`config.mk`:
```
export PLATFORM = sky130hd
export DESIGN_NAME = two_buffer_block_cache_policy_flat
export DESIGN_NICKNAME = d
export VERILOG_FILES = /design/src/tbbc_pkg.sv /design/src/tbbc_if.sv /design/src/tbbc_lookup.sv /design/src/two_buffer_block_cache_policy.sv /design/src/flat_wrapper.sv
export SDC_FILE = /design/constraint.sdc
export NUM_CORES = 1
export LEC_CHECK = 0
export BUFFER_PORTS_ARGS = -buffer_cell sky130_fd_sc_hd__buf_4
export CORE_MARGIN = 2
export CORE_UTILIZATION = 54
export CTS_BUF_LIST = sky130_fd_sc_hd__clkbuf_4 sky130_fd_sc_hd__clkbuf_8
export CTS_CLUSTER_SIZE = 20
export DETAILED_ROUTE_END_ITERATION = 16
export PLACE_DENSITY_LB_ADDON = 0.12
export SLEW_MARGIN = 20
export SYNTH_ARGS = -nofsm -noshare
export SYNTH_HDL_FRONTEND = slang
export SYNTH_SLANG_ARGS = --single-unit
export TNS_END_PERCENT = 30
```
`constraint.sdc`:
```
create_clock -name clk -period 3.19 [get_ports clk]
set_clock_uncertainty 0.2 [all_clocks]
set_input_delay 0.319 -clock clk [delete_from_list [all_inputs] [get_ports clk]]
set_output_delay 0.319 -clock clk [all_outputs]
set_load 0.05 [all_outputs]
```
`src/tbbc_pkg.sv`:
```
// types and constants shared by the two-buffer block cache policy
`default_nettype none
package tbbc_pkg;

  localparam logic [7:0] EMPTY_TAG   = 8'hFF;
  localparam logic [9:0] BLOCK_BYTES = 10'd512;
  localparam logic       BUF_READ    = 1'b0;
  localparam logic       BUF_WRITE   = 1'b1;

  // per-file buffer state
  typedef struct packed {
    logic [7:0] rd_tag;
    logic       rd_dirty;
    logic [7:0] wr_tag;
  } tbbc_entry_t;

  typedef struct packed {
    logic       address_error;
    logic       buffer_select;
    logic [8:0] byte_offset;
    logic [9:0] bytes_left;
    logic       writeback_needed;
    logic       writeback_buffer;
    logic [7:0] writeback_block;
    logic       fetch_needed;
    logic [7:0] fetch_block;
  } tbbc_result_t;

endpackage
`default_nettype wire

```
`src/tbbc_if.sv`:
```
// valid/ready channel interfaces for access items and result items
`default_nettype none
interface tbbc_in_if;
  logic       valid;
  logic       ready;
  logic [1:0] file_id;
  logic [15:0] line_address;
  logic       access_is_write;

  modport source (output valid, output file_id, output line_address,
                  output access_is_write, input ready);
  modport sink (input valid, input file_id, input line_address,
                input access_is_write, output ready);
endinterface

interface tbbc_out_if;
  logic       valid;
  logic       ready;
  logic       address_error;
  logic       buffer_select;
  logic [8:0] byte_offset;
  logic [9:0] bytes_left;
  logic       writeback_needed;
  logic       writeback_buffer;
  logic [7:0] writeback_block;
  logic       fetch_needed;
  logic [7:0] fetch_block;

  modport source (output valid, output address_error, output buffer_select,
                  output byte_offset, output bytes_left, output writeback_needed,
                  output writeback_buffer, output writeback_block,
                  output fetch_needed, output fetch_block, input ready);
  modport sink (input valid, input address_error, input buffer_select,
                input byte_offset, input bytes_left, input writeback_needed,
                input writeback_buffer, input writeback_block,
                input fetch_needed, input fetch_block, output ready);
endinterface
`default_nettype wire

```
`src/tbbc_lookup.sv`:
```
// tag compare and buffer policy decision for one access
`default_nettype none
module tbbc_lookup
  import tbbc_pkg::*;
(
  input  wire logic         file_ok,
  input  wire logic [15:0]  line_address,
  input  wire logic         access_is_write,
  input  wire tbbc_entry_t  entry_cur,
  output tbbc_result_t      result,
  output tbbc_entry_t       entry_nxt,
  output logic              update
);

  logic [7:0] blk;
  logic [8:0] off;

  assign blk = line_address[15:8];
  assign off = {line_address[7:1], 2'b00};

  always_comb begin
    result    = '0;
    entry_nxt = entry_cur;
    update    = 1'b0;
    if (!file_ok || blk == EMPTY_TAG) begin
      result.address_error = 1'b1;
    end else begin
      update             = 1'b1;
      result.byte_offset = off;
      result.bytes_left  = BLOCK_BYTES - {1'b0, off};
      if (blk == entry_cur.rd_tag) begin
        entry_nxt.rd_dirty   = entry_cur.rd_dirty | access_is_write;
        result.buffer_select = BUF_READ;
      end else if (blk == entry_cur.wr_tag) begin
        result.buffer_select = BUF_WRITE;
      end else if (!access_is_write) begin
        // read miss: flush dirty read buffer, then fetch into it
        if (entry_cur.rd_dirty) begin
          result.writeback_needed = 1'b1;
          result.writeback_buffer = BUF_READ;
          result.writeback_block  = entry_cur.rd_tag;
        end
        entry_nxt.rd_dirty   = 1'b0;
        entry_nxt.rd_tag     = blk;
        result.fetch_needed  = 1'b1;
        result.fetch_block   = blk;
        result.buffer_select = BUF_READ;
      end else begin
        // write miss: flush write buffer if it holds a block, then retag
        if (entry_cur.wr_tag != EMPTY_TAG) begin
          result.writeback_needed = 1'b1;
          result.writeback_buffer = BUF_WRITE;
          result.writeback_block  = entry_cur.wr_tag;
        end
        entry_nxt.wr_tag     = blk;
        result.buffer_select = BUF_WRITE;
      end
    end
  end

endmodule
`default_nettype wire

```
`src/two_buffer_block_cache_policy.sv`:
```
// Two-buffer block cache policy, top level. Each file context holds a read
// buffer tag with a dirty flag and a write buffer tag; an access item gives
// back one result telling which buffer holds the bytes, the byte offset and
// bytes left in the 512-byte block, and any write-back or fetch needed first.
// Blocks numbered 255 and files at or above NUM_FILES come back as address
// errors with no state change. An item passes an input register and a result
// register, one item per cycle sustained while out_ch.ready holds no stall, since
// the per-file state is read and updated in the single stage between them.
`default_nettype none
module two_buffer_block_cache_policy
  import tbbc_pkg::*;
#(
  parameter int NUM_FILES = 4
) (
  input wire logic   clk,
  input wire logic   rst_n,
  tbbc_in_if.sink    in_ch,
  tbbc_out_if.source out_ch
);

  localparam int IDX_W = (NUM_FILES > 1) ? $clog2(NUM_FILES) : 1;
  localparam logic [4:0] NUM_FILES_W = 5'(NUM_FILES);

  logic         s1_valid_r;
  logic [1:0]   s1_file_id_r;
  logic [15:0]  s1_line_address_r;
  logic         s1_write_r;
  logic         out_valid_r;
  tbbc_result_t res_r;
  tbbc_entry_t  entry_r [NUM_FILES];

  logic                   advance;
  logic                   s1_fire;
  logic                   file_ok;
  logic [IDX_W+1:0]       fid_ext;
  logic [IDX_W-1:0]       idx;
  tbbc_entry_t            entry_cur;
  tbbc_entry_t            entry_nxt;
  tbbc_result_t           result;
  logic                   update;

  assign advance      = !out_valid_r || out_ch.ready;
  assign s1_fire      = s1_valid_r && advance;
  assign in_ch.ready  = !s1_valid_r || advance;

  assign file_ok   = {3'b000, s1_file_id_r} < NUM_FILES_W;
  assign fid_ext   = {{IDX_W{1'b0}}, s1_file_id_r};
  assign idx       = fid_ext[IDX_W-1:0];
  // out-of-range files never touch the array
  assign entry_cur = file_ok ? entry_r[idx] : '{rd_tag: EMPTY_TAG, rd_dirty: 1'b0,
                                                wr_tag: EMPTY_TAG};

  tbbc_lookup u_lookup (
    .file_ok         (file_ok),
    .line_address    (s1_line_address_r),
    .access_is_write (s1_write_r),
    .entry_cur       (entry_cur),
    .result          (result),
    .entry_nxt       (entry_nxt),
    .update          (update)
  );

  always_ff @(posedge clk) begin
    if (!rst_n) begin
      s1_valid_r  <= 1'b0;
      out_valid_r <= 1'b0;
      for (int i = 0; i < NUM_FILES; i++) begin
        entry_r[i] <= '{rd_tag: EMPTY_TAG, rd_dirty: 1'b0, wr_tag: EMPTY_TAG};
      end
    end else begin
      if (in_ch.ready) begin
        s1_valid_r <= in_ch.valid;
      end
      if (advance) begin
        out_valid_r <= s1_valid_r;
      end
      if (s1_fire && update) begin
        entry_r[idx] <= entry_nxt;
      end
    end
  end

  always_ff @(posedge clk) begin
    if (in_ch.ready && in_ch.valid) begin
      s1_file_id_r      <= in_ch.file_id;
      s1_line_address_r <= in_ch.line_address;
      s1_write_r        <= in_ch.access_is_write;
    end
    if (s1_fire) begin
      res_r <= result;
    end
  end

  assign out_ch.valid            = out_valid_r;
  assign out_ch.address_error    = res_r.address_error;
  assign out_ch.buffer_select    = res_r.buffer_select;
  assign out_ch.byte_offset      = res_r.byte_offset;
  assign out_ch.bytes_left       = res_r.bytes_left;
  assign out_ch.writeback_needed = res_r.writeback_needed;
  assign out_ch.writeback_buffer = res_r.writeback_buffer;
  assign out_ch.writeback_block  = res_r.writeback_block;
  assign out_ch.fetch_needed     = res_r.fetch_needed;
  assign out_ch.fetch_block      = res_r.fetch_block;

endmodule
`default_nettype wire
```
`src/flat_wrapper.sv`:
```
// flat-port wrapper written by rule: the top's interface ports become plain ports
module two_buffer_block_cache_policy_flat import tbbc_pkg::*;
#(
  parameter int NUM_FILES = 4
)
  (clk, rst_n, in_ch_valid, in_ch_file_id, in_ch_line_address, in_ch_access_is_write, in_ch_ready, out_ch_valid, out_ch_address_error, out_ch_buffer_select, out_ch_byte_offset, out_ch_bytes_left, out_ch_writeback_needed, out_ch_writeback_buffer, out_ch_writeback_block, out_ch_fetch_needed, out_ch_fetch_block, out_ch_ready);
  tbbc_in_if in_ch_i ();
  tbbc_out_if out_ch_i ();
  input wire logic clk;
  input wire logic rst_n;
  input wire logic [$bits(in_ch_i.valid)-1:0] in_ch_valid;
  input wire logic [$bits(in_ch_i.file_id)-1:0] in_ch_file_id;
  input wire logic [$bits(in_ch_i.line_address)-1:0] in_ch_line_address;
  input wire logic [$bits(in_ch_i.access_is_write)-1:0] in_ch_access_is_write;
  output wire logic [$bits(in_ch_i.ready)-1:0] in_ch_ready;
  output wire logic [$bits(out_ch_i.valid)-1:0] out_ch_valid;
  output wire logic [$bits(out_ch_i.address_error)-1:0] out_ch_address_error;
  output wire logic [$bits(out_ch_i.buffer_select)-1:0] out_ch_buffer_select;
  output wire logic [$bits(out_ch_i.byte_offset)-1:0] out_ch_byte_offset;
  output wire logic [$bits(out_ch_i.bytes_left)-1:0] out_ch_bytes_left;
  output wire logic [$bits(out_ch_i.writeback_needed)-1:0] out_ch_writeback_needed;
  output wire logic [$bits(out_ch_i.writeback_buffer)-1:0] out_ch_writeback_buffer;
  output wire logic [$bits(out_ch_i.writeback_block)-1:0] out_ch_writeback_block;
  output wire logic [$bits(out_ch_i.fetch_needed)-1:0] out_ch_fetch_needed;
  output wire logic [$bits(out_ch_i.fetch_block)-1:0] out_ch_fetch_block;
  input wire logic [$bits(out_ch_i.ready)-1:0] out_ch_ready;
  assign in_ch_i.valid = in_ch_valid;
  assign in_ch_i.file_id = in_ch_file_id;
  assign in_ch_i.line_address = in_ch_line_address;
  assign in_ch_i.access_is_write = in_ch_access_is_write;
  assign in_ch_ready = in_ch_i.ready;
  assign out_ch_valid = out_ch_i.valid;
  assign out_ch_address_error = out_ch_i.address_error;
  assign out_ch_buffer_select = out_ch_i.buffer_select;
  assign out_ch_byte_offset = out_ch_i.byte_offset;
  assign out_ch_bytes_left = out_ch_i.bytes_left;
  assign out_ch_writeback_needed = out_ch_i.writeback_needed;
  assign out_ch_writeback_buffer = out_ch_i.writeback_buffer;
  assign out_ch_writeback_block = out_ch_i.writeback_block;
  assign out_ch_fetch_needed = out_ch_i.fetch_needed;
  assign out_ch_fetch_block = out_ch_i.fetch_block;
  assign out_ch_i.ready = out_ch_ready;
  two_buffer_block_cache_policy #(.NUM_FILES(NUM_FILES)) u_core (.clk(clk), .rst_n(rst_n), .in_ch(in_ch_i), .out_ch(out_ch_i));
endmodule
```
Word-level counts from Yosys, hierarchy flattened. Memories as Yosys holds them, arrays and structs flattened. A register that Yosys moved wholly into a read port is not among the register bits. Cells that the tools add are included.

Register bits after elaboration: 61. Bits in latches: 0. Memory bits (writable): 68. Memory bits (read-only): 0. Input bits: 23. Memories: 1.

Add/sub/neg operators: 1. Multipliers: 0. Div/mod/pow operators: 0. $lt $le $gt $ge: 0. Eq/ne operators: 4. Shift-type cells: 0. Mux-type cells: 23. Bitwise gates (word level): 1. Reductions and logical operators: 11.

Memory list: u_core.entry_r (words 4, width 17, read ports 1, clocked after memory_dff 1, wr ports 4, line two_buffer_block_cache_policy.sv:30) `tbbc_entry_t entry_r [NUM_FILES];`.

Operators with widths (number): 17-bit 2-to-1 mux (3); 10-bit 2-to-1 mux (3); 8-bit 2-to-1 mux (3); 9-bit 2-to-1 mux (2); 17-bit OR reduction (1); 8-bit == test (2); 1-bit 2-to-1 mux (10); 10-bit by 9-bit subtractor with 10-bit output, first input constant (1); 8-bit == test, second input constant (1); 8-bit inequality test, second input constant (1); 2-bit 2-to-1 mux (2); 4-bit OR reduction (1); 1-bit logical AND (3); 3-bit OR reduction (1); 1-bit logical NOT (2); 1-bit logical OR (2); 2-bit OR reduction (1); 1-bit bitwise OR (1).

Longest topological paths before layout. Gate-level depths: netlist of the first run.

Depth in word-level cells: 9. Depth in mapped cells: 9.

By module. A second synthesis of the first run with hierarchy kept.

Cell total of the unflattened synthesis: 379. Area, all modules: 5958.2 sq um.

Modules (own cells, without submodules): two_buffer_block_cache_policy (instances 1, cells each 269, area each 5101.1 sq um, sequential area each 3893.7 sq um); tbbc_lookup (instances 1, cells each 110, area each 857.1 sq um, sequential area each 0.0 sq um).

Worst setup path after synthesis of the first run. No wires, ideal clock.

Path kind: register to register. From: register u_core.out_valid_r, in the netlist u_core.out_ch.valid. To: memory u_core.entry_r[2][5] in the netlist's numbering, data pin. Library setup time: 0.276 ns. Arrival time: 2.794 ns. Data required time: 2.714 ns. Setup slack: -0.080 ns. Cell stages (with the launch flop): 8. Clock period less this slack: 3.270 ns. Cell sequence: dfxtp_1 -> nor2b_1 -> nand2b_1 -> inv_1 -> nand3_1 -> nor3b_1 -> clkbuf_1 -> nand3_1.

RTL lines: start: declaration (line two_buffer_block_cache_policy.sv:28) `logic out_valid_r;`; start signal: assignment (line two_buffer_block_cache_policy.sv:75) `out_valid_r <= s1_valid_r;`; end: declaration (line two_buffer_block_cache_policy.sv:30).

==> results of run 1 <==
registers in the layout, indices dropped and copies added (netlist names), named ones only:
| signal | count |
|---|---|
| u_core.out_ch.byte_offset | 7 |
| u_core.s1_write_r | 1 |
| u_core.out_ch.fetch_needed | 1 |
| u_core.out_ch.fetch_block | 8 |
| u_core.s1_line_address_r | 15 |
| u_core.out_ch.valid | 1 |
| u_core.out_ch.writeback_block | 8 |
| u_core.out_ch.address_error | 1 |
| u_core.out_ch.bytes_left | 7 |
| u_core.entry_r | 68 |
| u_core.idx | 2 |
| u_core.out_ch.writeback_buffer | 1 |
| u_core.out_ch.buffer_select | 1 |
| u_core.out_ch.writeback_needed | 1 |
| u_core.s1_valid_r | 1 |
layout make-up:
| cell class | instances | area (um2) |
|---|---|---|
| clock buffer | 17 | 234 |
| fill | 716 | 3080 |
| clock inverter | 15 | 178 |
| sequential | 125 | 3710 |
| timing repair buffer | 94 | 768 |
| tap | 133 | 166 |
| inverter | 14 | 56.3 |
| multi-input combinational | 225 | 1670 |
metal layers:
metal / track usage [%] / up-vias
met5: 0 / -
met4: 10.3 / 0
met3: 7.24 / 27
met2: 37.7 / 166
met1: 34.6 / 1797
li1: - / 1674
power by group through the flow:
stage               Clock [mW]  Combinational, mW  Sequential, mW
floorplan                    0              0.197            2.01
global placement             0              0.397            1.93
detailed placement           0              0.403            1.94
CTS                       1.46              0.424            1.90
global route              1.53              0.457            1.91
finish                    1.45              0.425            1.90
critical path: cells and delay by family (launching register included):
family,cells,cell delay (ps)
compound gates,2,650
simple gates,2,610
mux,1,600
flops,1,360
buf+inv,1,200
xor+xnor,1,180
logic make-up (layout without fill, tap and decap cells):
kind of cell             count (synthesis)  count (layout)
AND/OR/NAND/NOR                        142             142
flip-flops                             125             125
multiplexers                            19              19
AO/OA/AOI/OAI                           39              39
XOR/XNOR                                20              20
buffers and inverters                   36             140
other                                    1               4
adder cells (fa/ha/maj)                  1               1
timing repair:
action / in CTS / in global routing
endpoints found under the setup margin: 0 / 7
hold buffers: 20 / 0
gates resized for setup: 0 / 3
hold endpoints to repair: 22 / 0
cells in the final DEF (no fill, tap or decap), types with 2 or more instances in the layout:
master and count:
a21o_1 2, a31oi_1 5, a32o_1 7, and2_1 2, buf_4 73, bufinv_16 4, clkbuf_8 17, clkinv_1 4
clkinv_2 5, clkinv_4 2, conb_1 4, dfxtp_1 4, dlygate4sd3_1 20, edfxtp_1 121, inv_1 13, mux2_2 2
mux4_2 17, nand2_1 13, nand3_1 74, nand3b_1 2, nand4_1 4, nand4b_1 8, nor2_1 12, nor2b_1 8
nor3_1 5, nor3b_1 3, o21ai_0 17, or3_1 2, xnor2_1 9, xor2_1 11
path summary, 6_finish.rpt:
kind,to,slack (ps),cells past startpoint
worst max register to register,u_core.out_ch.writeback_block[0],130,7
worst min-delay path,u_core.out_ch.valid,30,3
worst max-delay path,u_core.out_ch.writeback_block[0],130,7
worst min register to register,u_core.out_ch.valid,350,1
stage by stage:
stage | power [mW] | std cells | setup slack (ps)
global route | 3.89 | 623 | 10.3
finish | 3.78 | 623 | 128
floorplan | 2.21 | 386 | 82.1
global placement | 2.33 | 571 | 142
CTS | 3.78 | 623 | 39.1
detailed placement | 2.34 | 571 | 63.2
==> metrics.cfg, run 1 <==
[global_routing]
grt_max_degree=27
grt_pass1_wl_um=20500
grt_pass1_vias=3731
overflow=0
track_usage_pct=25.1
antenna_found_initial=0

[critical_path]
arrival_ps=3050
critical-path-slowest-cell=mux4_2
cp-end-kind=register
slowest_delay_ps=600
start_kind=register
path_max_fanout=17
crit_type=register to register
crit_required_ps=3170
cp_cell_sequence=buf_12 -> mux4_2 -> xor2_1 -> nor4_2 -> a21bo_2 -> nor2_1 -> a32o_1

[timing]
max_freq_mhz=327
slew_headroom_pct=51.8
setup_violations=0
worst_pin_slew_ps=722
final_max_slew_viol_count=0
min_period_over_period_pct=96.0
hold_viol_final=0
rsz0062_at_grt=no
worst_hold_slack_ps=31.2
layout_min_cycle_time_ps=3060
fin_tns_setup_ps=0

[final_layout]
diodes=0
drive_gt1_share_pct=26.5
final_core_util_pct=68.7
fin_nets=501
final_area_mm2=0.00678
area_growth_pct=22.5

[yosys]
ys.flop_type=edfxtp_1
async_reset_ff_share_pct=0
synth.distinct_cells=43
synth_top_family_by_area=simple AND/OR/NAND/NOR gates
yosysWarningCount=0
netlist_area_mm2=0.00554
syn_area_per_cell_um2=14.5
synth_common_cells=edfxtp_1 (121), nand3_1 (74), mux4_2 (17), o21ai_0 (17), inv_1 (14)
yosysSeqAreaShare_pct=67.1
synth_compound_area_share_pct=4.93
syn_inst=383
ys_ff_latch=125
yosysMostFrequentCell=edfxtp_1
synth-simple-area-share_pct=13.9
yosys-top-cells-area=edfxtp_1 (66%), mux4_2 (6.9%), nand3_1 (6.7%)
yosys.area.top_type=edfxtp_1
synth_fa_ha_area_share_pct=0.226
yosys.area_share.xor_xnor_pct=3.16
yosys.area.top_type_share_pct=65.6
muxShareOfSynthArea_pct=7.32
synth_edf_count=121

[detailed_routing]
drt-vias-per-instance=5.88
ant_nets=0
dr_wl_met3_um=1040
drtIter0Drc=459
dr.pass1.iters=5
top_layer_used=met4
routed_wl_um=12900
wl_met1_um=5280
dr_total_vias=3664
dr_wl_met2_um=6230
drcViolationCount=0
post_drt_wl_per_cell_um=20.7

[floorplanning]
io_pins=65
dieArea_mm2=0.0111
die_height_um=105
fp-row-count=36
start_util_pct=56.1
fp.dieW_um=105
core_mm2=0.00986

[power]
clockPowerShare_pct=38.5
p_comb_share_pct=11.2
seq_power_share_pct=50.3
vdd_drop_max_v=0.000330
powerDensity_mw_per_mm2=557
p_leak_nw=2.22
p_int_mw=2.85
swShare_pct=24.7
p_sw_mw=0.934

[flow_run]
drv_cap=0

[cts]
post-cts-setup-buffers=0
cts_sinks=125
clk_latency_ps=440
htreeDepth=4
cts_buffers=17
clock_path_buffers=2
root_buffer=clkbuf_8
cts_tree=built
path_clk_slew_ps=70

[placed_design]
portBuffers=59
placed_area_mm2=0.00616
dp_hpwl_um=8160
gp_congestion=0.842

[outcome]
outcome=finished, final reports clean

[min_path]
hold_path_startpoint=out_ch_ready
min_path_type=input pin to register

No activity file was read; power rests on OpenSTA's default activity.
==> inputs of run 2 (changes only) <==
--- a/config.mk
+++ b/config.mk
@@ -6,8 +6,10 @@
 export NUM_CORES = 1
 export LEC_CHECK = 0
 export BUFFER_PORTS_ARGS = -buffer_cell sky130_fd_sc_hd__buf_4
+export CELL_PAD_IN_SITES_DETAIL_PLACEMENT = 1
+export CELL_PAD_IN_SITES_GLOBAL_PLACEMENT = 2
 export CORE_MARGIN = 2
-export CORE_UTILIZATION = 54
+export CORE_UTILIZATION = 39
 export CTS_BUF_LIST = sky130_fd_sc_hd__clkbuf_4 sky130_fd_sc_hd__clkbuf_8
 export CTS_CLUSTER_SIZE = 20
 export DETAILED_ROUTE_END_ITERATION = 16
==> run 2 against run 1 <==
Utilization decreased by 19 points. Critical path depth unchanged. Critical endpoint is now u_core.entry_r[1][16]. Global-route usage decreased by 4.1 points. Worst setup slack improved by 63 ps. Non-clock buffer count increased by 7. Die area increased by 37%. Cell count increased by 8.7%. Wire length increased by 13%. Register-to-register slack improved by 60 ps. Largest cell class unchanged. Clock power about the same.
==> metrics.cfg, run 2 (synthesized netlist as in run 1, its figures left out) <==
[power]
powerDensity_mw_per_mm2=551  ; -1.2%
p_leak_nw=2.25  ; +1.6%
vdd_drop_max_v=0.000275  ; -17%

[critical_path]
crit_required_ps=3290  ; +120 ps
crit_buf_inv=1  ; unchanged
slowest_delay_ps=600  ; about the same
arrival_ps=3100  ; +50 ps
path_max_fanout=17  ; unchanged
cp-end-kind=register
critical-path-slowest-cell=mux4_2
start_kind=register
r2r_setup_slack_ps=190  ; +60 ps
cp_cell_sequence=buf_12 -> mux4_2 -> xor2_1 -> nor4_2 -> a21o_1 -> o21ai_0 -> nand3_1
path_delay_family=compound AO/OA/AOI/OAI gates
crit_type=register to register

[floorplanning]
io_pins=65  ; unchanged
start_util_pct=39.9  ; -16 points
core_mm2=0.0139  ; +41%
fp-row-count=43  ; +19%
die_height_um=123  ; +17%
fp.dieW_um=123  ; +17%
dieArea_mm2=0.0152  ; +37%

[detailed_routing]
routed_wl_um=14500  ; +13%
ant_nets=0  ; unchanged
drtIter0Drc=225  ; -51%
post_drt_wl_per_cell_um=21.5  ; +3.8%
drt-vias-per-instance=5.52  ; -6.2%
dr.pass1.iters=5  ; unchanged
dr_total_vias=3735  ; +1.9%
drcViolationCount=0  ; unchanged

[timing]
setup_violations=0  ; unchanged
slew_headroom_pct=46.1  ; -5.7 points
layout_min_cycle_time_ps=3000  ; -62.5 ps
worst_pin_slew_ps=808  ; +86.0 ps
rsz0062_at_grt=yes
final_max_slew_viol_count=0  ; unchanged
hold_viol_final=0  ; unchanged
max_freq_mhz=333  ; +2.1%
setup_ws_ps=190  ; +62.5 ps
min_period_over_period_pct=94.0  ; -2.0 points
worst_hold_slack_ps=330  ; +299 ps

[flow_run]
drv_cap=0  ; unchanged

[placed_design]
dp.cells=624  ; +9.3%
dp_hpwl_um=9260  ; +14%
portBuffers=59  ; unchanged
dp_slack_ps=96.6  ; +33.4 ps
gp_congestion=0.831  ; -1.2%

[final_layout]
final_cell_mix=edfxtp_1 (121), buf_4 (78), nand3_1 (74)
fin_nets=508  ; +1.4%
regMostFlops=u_core.entry_r
drive_gt1_share_pct=27.6  ; +1.0 points
layoutNonFillerInstCount=677  ; +8.7%
fillers=1421  ; +98%
final_common_cell=edfxtp_1
largest_reg_flops=68  ; unchanged
top_regs=u_core.entry_r (68), u_core.s1_line_address_r (15)
area_growth_pct=24.7
diodes=0  ; unchanged

[global_routing]
antenna_found_initial=0  ; unchanged
grt_max_degree=36  ; +33%
grt_pass1_vias=3881  ; +4.0%
overflow=0  ; unchanged
grt_pass1_wl_um=22800  ; +11%
track_usage_pct=21.0  ; -4.1 points

[cts]
clock_path_buffers=2  ; unchanged
cts_tree=built
cts_buffers=17  ; unchanged
clk_latency_ps=450  ; about the same
htreeDepth=4  ; unchanged
cts_sinks=125  ; unchanged
path_clk_slew_ps=70  ; about the same
root_buffer=clkbuf_8

[min_path]
min_path_type=register to register

[outcome]
outcome=finished, final reports clean

run 2: cell count changes in the layout (fill, tap and decap cells not counted), sizes merged:
cell,delta
buf,+6
clkinv,-2
dlygate4sd3,+1
clkinvlp,+2
run 2: power by group:
group | switching (mW) | internal (mW) | total (mW)
registers | 0.0365 | 1.86 | 1.90
logic | 0.286 | 0.152 | 0.438
clock network | 0.627 | 0.833 | 1.46
total | 0.950 | 2.85 | 3.80
run 2: repair_timing:
action	in CTS	in global routing
setup buffers	0	0
endpoints found under the hold margin	22	0
hold buffers	21	0
endpoints found under the setup margin	0	37
gates resized for setup	0	3
run 2: worst paths after layout:
kind                                         from                    end  cells after the start
worst max-delay path                     register  u_core.entry_r[1][16]                      7
worst min-delay path            u_core.s1_valid_r    u_core.out_ch.valid                      1
worst max register to register           register  u_core.entry_r[1][16]                      7
worst min register to register  u_core.s1_valid_r    u_core.out_ch.valid                      1
run 2: per-layer routing:
metal,up-vias,track usage (%),wire length [um]
li1,1690,-,-
met1,1909,27.8,6530
met2,111,33.3,7070
met3,25,5.21,693
met4,0,8.03,240
met5,-,0,0
run 2: layout make-up:
class / count / area (um2) / area share (%)
clock buffers: 17 / 234 / 3.39
clock inverters: 15 / 178 / 2.57
inverters: 14 / 56.3 / 0.816
multi-input cells: 225 / 1660 / 24.0
flip-flops and latches: 125 / 3710 / 53.8
well taps: 180 / 225 / 3.26
repair buffers: 101 / 836 / 12.1
run 2: through the flow:
stage,utilization (%),TNS [ps],area (um2),power [mW]
2_1_floorplan,-,0,5550,2.21
3_3_place_gp,45.2,0,6280,2.35
3_5_place_dp,45.2,0,6280,2.36
4_1_cts,49.7,0,6900,3.84
5_1_grt,49.7,-6.37,6900,3.94
6_report,49.7,0,6900,3.80
==> inputs of run 3 (changes only) <==
--- a/config.mk
+++ b/config.mk
@@ -9,7 +9,7 @@
 export CELL_PAD_IN_SITES_DETAIL_PLACEMENT = 1
 export CELL_PAD_IN_SITES_GLOBAL_PLACEMENT = 2
 export CORE_MARGIN = 2
-export CORE_UTILIZATION = 39
+export CORE_UTILIZATION = 43
 export CTS_BUF_LIST = sky130_fd_sc_hd__clkbuf_4 sky130_fd_sc_hd__clkbuf_8
 export CTS_CLUSTER_SIZE = 20
 export DETAILED_ROUTE_END_ITERATION = 16
==> constraint.sdc (replaced) <==
create_clock -name clk -period 3.4 [get_ports clk]
set_clock_uncertainty 0.2 [all_clocks]
set_input_delay 0.68 -clock clk [delete_from_list [all_inputs] [get_ports clk]]
set_output_delay 0.68 -clock clk [all_outputs]
set_load 0.05 [all_outputs]
==> run 3 against run 2 <==
Register-to-register slack barely moved. Combinational power down 13%. Count of clock-buffer cells in the layout is 1 higher. Wire length is 3.9% lower. Global-route usage grew 0.49 points. Critical path type unchanged.
==> metrics.cfg, run 3 (synthesized netlist as in run 1, its figures left out) <==
[outcome]
outcome=finished, final reports clean

[detailed_routing]
drcViolationCount=0  ; unchanged
drt-vias-per-instance=5.62  ; +1.9%
ant_nets=0  ; unchanged
dr.pass1.iters=6  ; +1
drtIter0Drc=300  ; +33%
dr_total_vias=3602  ; -3.6%
routed_wl_um=14000  ; -3.9%
post_drt_wl_per_cell_um=21.8  ; +1.5%

[timing]
fin_tns_setup_ps=0  ; unchanged
min_period_over_period_pct=94.7  ; +0.67 points
layout_min_cycle_time_ps=3220  ; +220 ps
rsz0062_at_grt=no
slew_headroom_pct=46.4  ; +0.32 points
hold_viol_final=0  ; unchanged
max_freq_mhz=311  ; -6.8%
final_max_slew_viol_count=0  ; unchanged
worst_pin_slew_ps=803  ; -4.75 ps
setup_violations=0  ; unchanged
worst_hold_slack_ps=199  ; -131 ps
setup_ws_ps=180  ; -10.2 ps

[cts]
post-cts-setup-buffers=0  ; unchanged
cts_tree=built
clk_latency_ps=450  ; about the same
clock_path_buffers=2  ; unchanged
cts_sinks=125  ; unchanged
path_clk_slew_ps=70  ; about the same
cts_buffers=17  ; unchanged
holdBufCountCts=0  ; -100%
cts_resized=0  ; unchanged
root_buffer=clkbuf_8
htreeDepth=4  ; unchanged

[global_routing]
grt_pass1_vias=3817  ; -1.6%
grt_max_degree=36  ; unchanged
track_usage_pct=21.4  ; +0.49 points
overflow=0  ; unchanged
grt_pass1_wl_um=22100  ; -3.3%
antenna_found_initial=0  ; unchanged

[final_layout]
area_growth_pct=19.1
fin_nets=480  ; -5.5%
final_core_util_pct=52.2  ; +2.5 points
final_common_cell=edfxtp_1
diodes=0  ; unchanged
largest_reg_flops=68  ; unchanged
final_area_mm2=0.00659  ; -4.5%
layoutNonFillerInstCount=641  ; -5.3%
drive_gt1_share_pct=27.1  ; -0.49 points
final_cell_mix=edfxtp_1 (121), nand3_1 (74), buf_4 (72)
regMostFlops=u_core.entry_r
top_regs=u_core.entry_r (68), u_core.s1_line_address_r (15)

[critical_path]
crit_required_ps=3390  ; +100 ps
start_kind=register
arrival_ps=3210  ; +110 ps
crit_type=register to register
cp-end-kind=register
path_max_fanout=17  ; unchanged

[floorplanning]
dieArea_mm2=0.0138  ; -9.0%
io_pins=65  ; unchanged
start_util_pct=43.9  ; +4.0 points
fp.dieW_um=117  ; -4.6%
fp-row-count=41  ; -4.7%
die_height_um=117  ; -4.6%
core_mm2=0.0126  ; -9.1%

[power]
p_leak_nw=2.12  ; -6.1%
p_sw_mw=0.879  ; -7.5%
seq_power_share_pct=51.4  ; +1.4 points
powerDensity_mw_per_mm2=526  ; -4.5%
p_comb_share_pct=11.1  ; -0.4 points
vdd_drop_max_v=0.000256  ; -7.0%
clockPowerShare_pct=37.5  ; -0.9 points
swShare_pct=25.4  ; +0.36 points
p_total_mw=3.47  ; -8.8%
p_int_mw=2.59  ; -9.2%

[placed_design]
portBuffers=59  ; unchanged
placed_area_mm2=0.00620  ; -1.3%
dp.cells=609  ; -2.4%
gp_congestion=0.801  ; -3.7%
dp_slack_ps=205  ; +108 ps
dp_hpwl_um=8800  ; -5.0%

[flow_run]
drv_cap=0  ; unchanged

[min_path]
hold_path_startpoint=in_ch_line_address[2]
min_path_type=input pin to register

==> run 3: final timing paths <==
check	end	slack, ps	cells past startpoint
hold reg to reg	u_core.out_ch.valid	340	1
setup reg to reg	u_core.out_ch.writeback_block[4]	180	7
setup / recovery	u_core.out_ch.writeback_block[4]	180	7
hold / removal	u_core.s1_line_address_r[2]	200	1
==> run 3: area by class of cell <==
cell class | count | area [um2]
Fill cell | 1270 | 6030
Timing Repair Buffer | 73 | 561
Clock buffer | 18 | 241
Tap cell | 172 | 215
Sequential cell | 125 | 3710
Inverter | 14 | 52.6
Clock inverter | 14 | 151
Multi-Input combinational cell | 225 | 1660
==> run 3: metal layers <==
metal	wire length (um)	vias to the layer above	GRT usage, %
met1	6070	1844	28.7
met5	0	-	0
li1	-	1630	-
met2	6930	100	34.5
met4	280	0	7.98
met3	678	28	4.75
==> run 3: critical path: stages (launching register included) <==
cell,delay (ps)
dfxtp_1,350
buf_12,210
mux4_2,620
xor2_1,190
nor4_2,440
a21bo_1,360
nor2_1,240
a32o_1,350
==> run 3: power groups by stage <==
| stage | registers (mW) | logic (mW) | clock network [mW] |
|---|---|---|---|
| after floorplan | 1.89 | 0.184 | 0 |
| after global placement | 1.81 | 0.379 | 0 |
| after detailed placement | 1.82 | 0.385 | 0 |
| after CTS | 1.78 | 0.388 | 1.32 |
| after global routing | 1.79 | 0.411 | 1.38 |
| final | 1.78 | 0.383 | 1.30 |
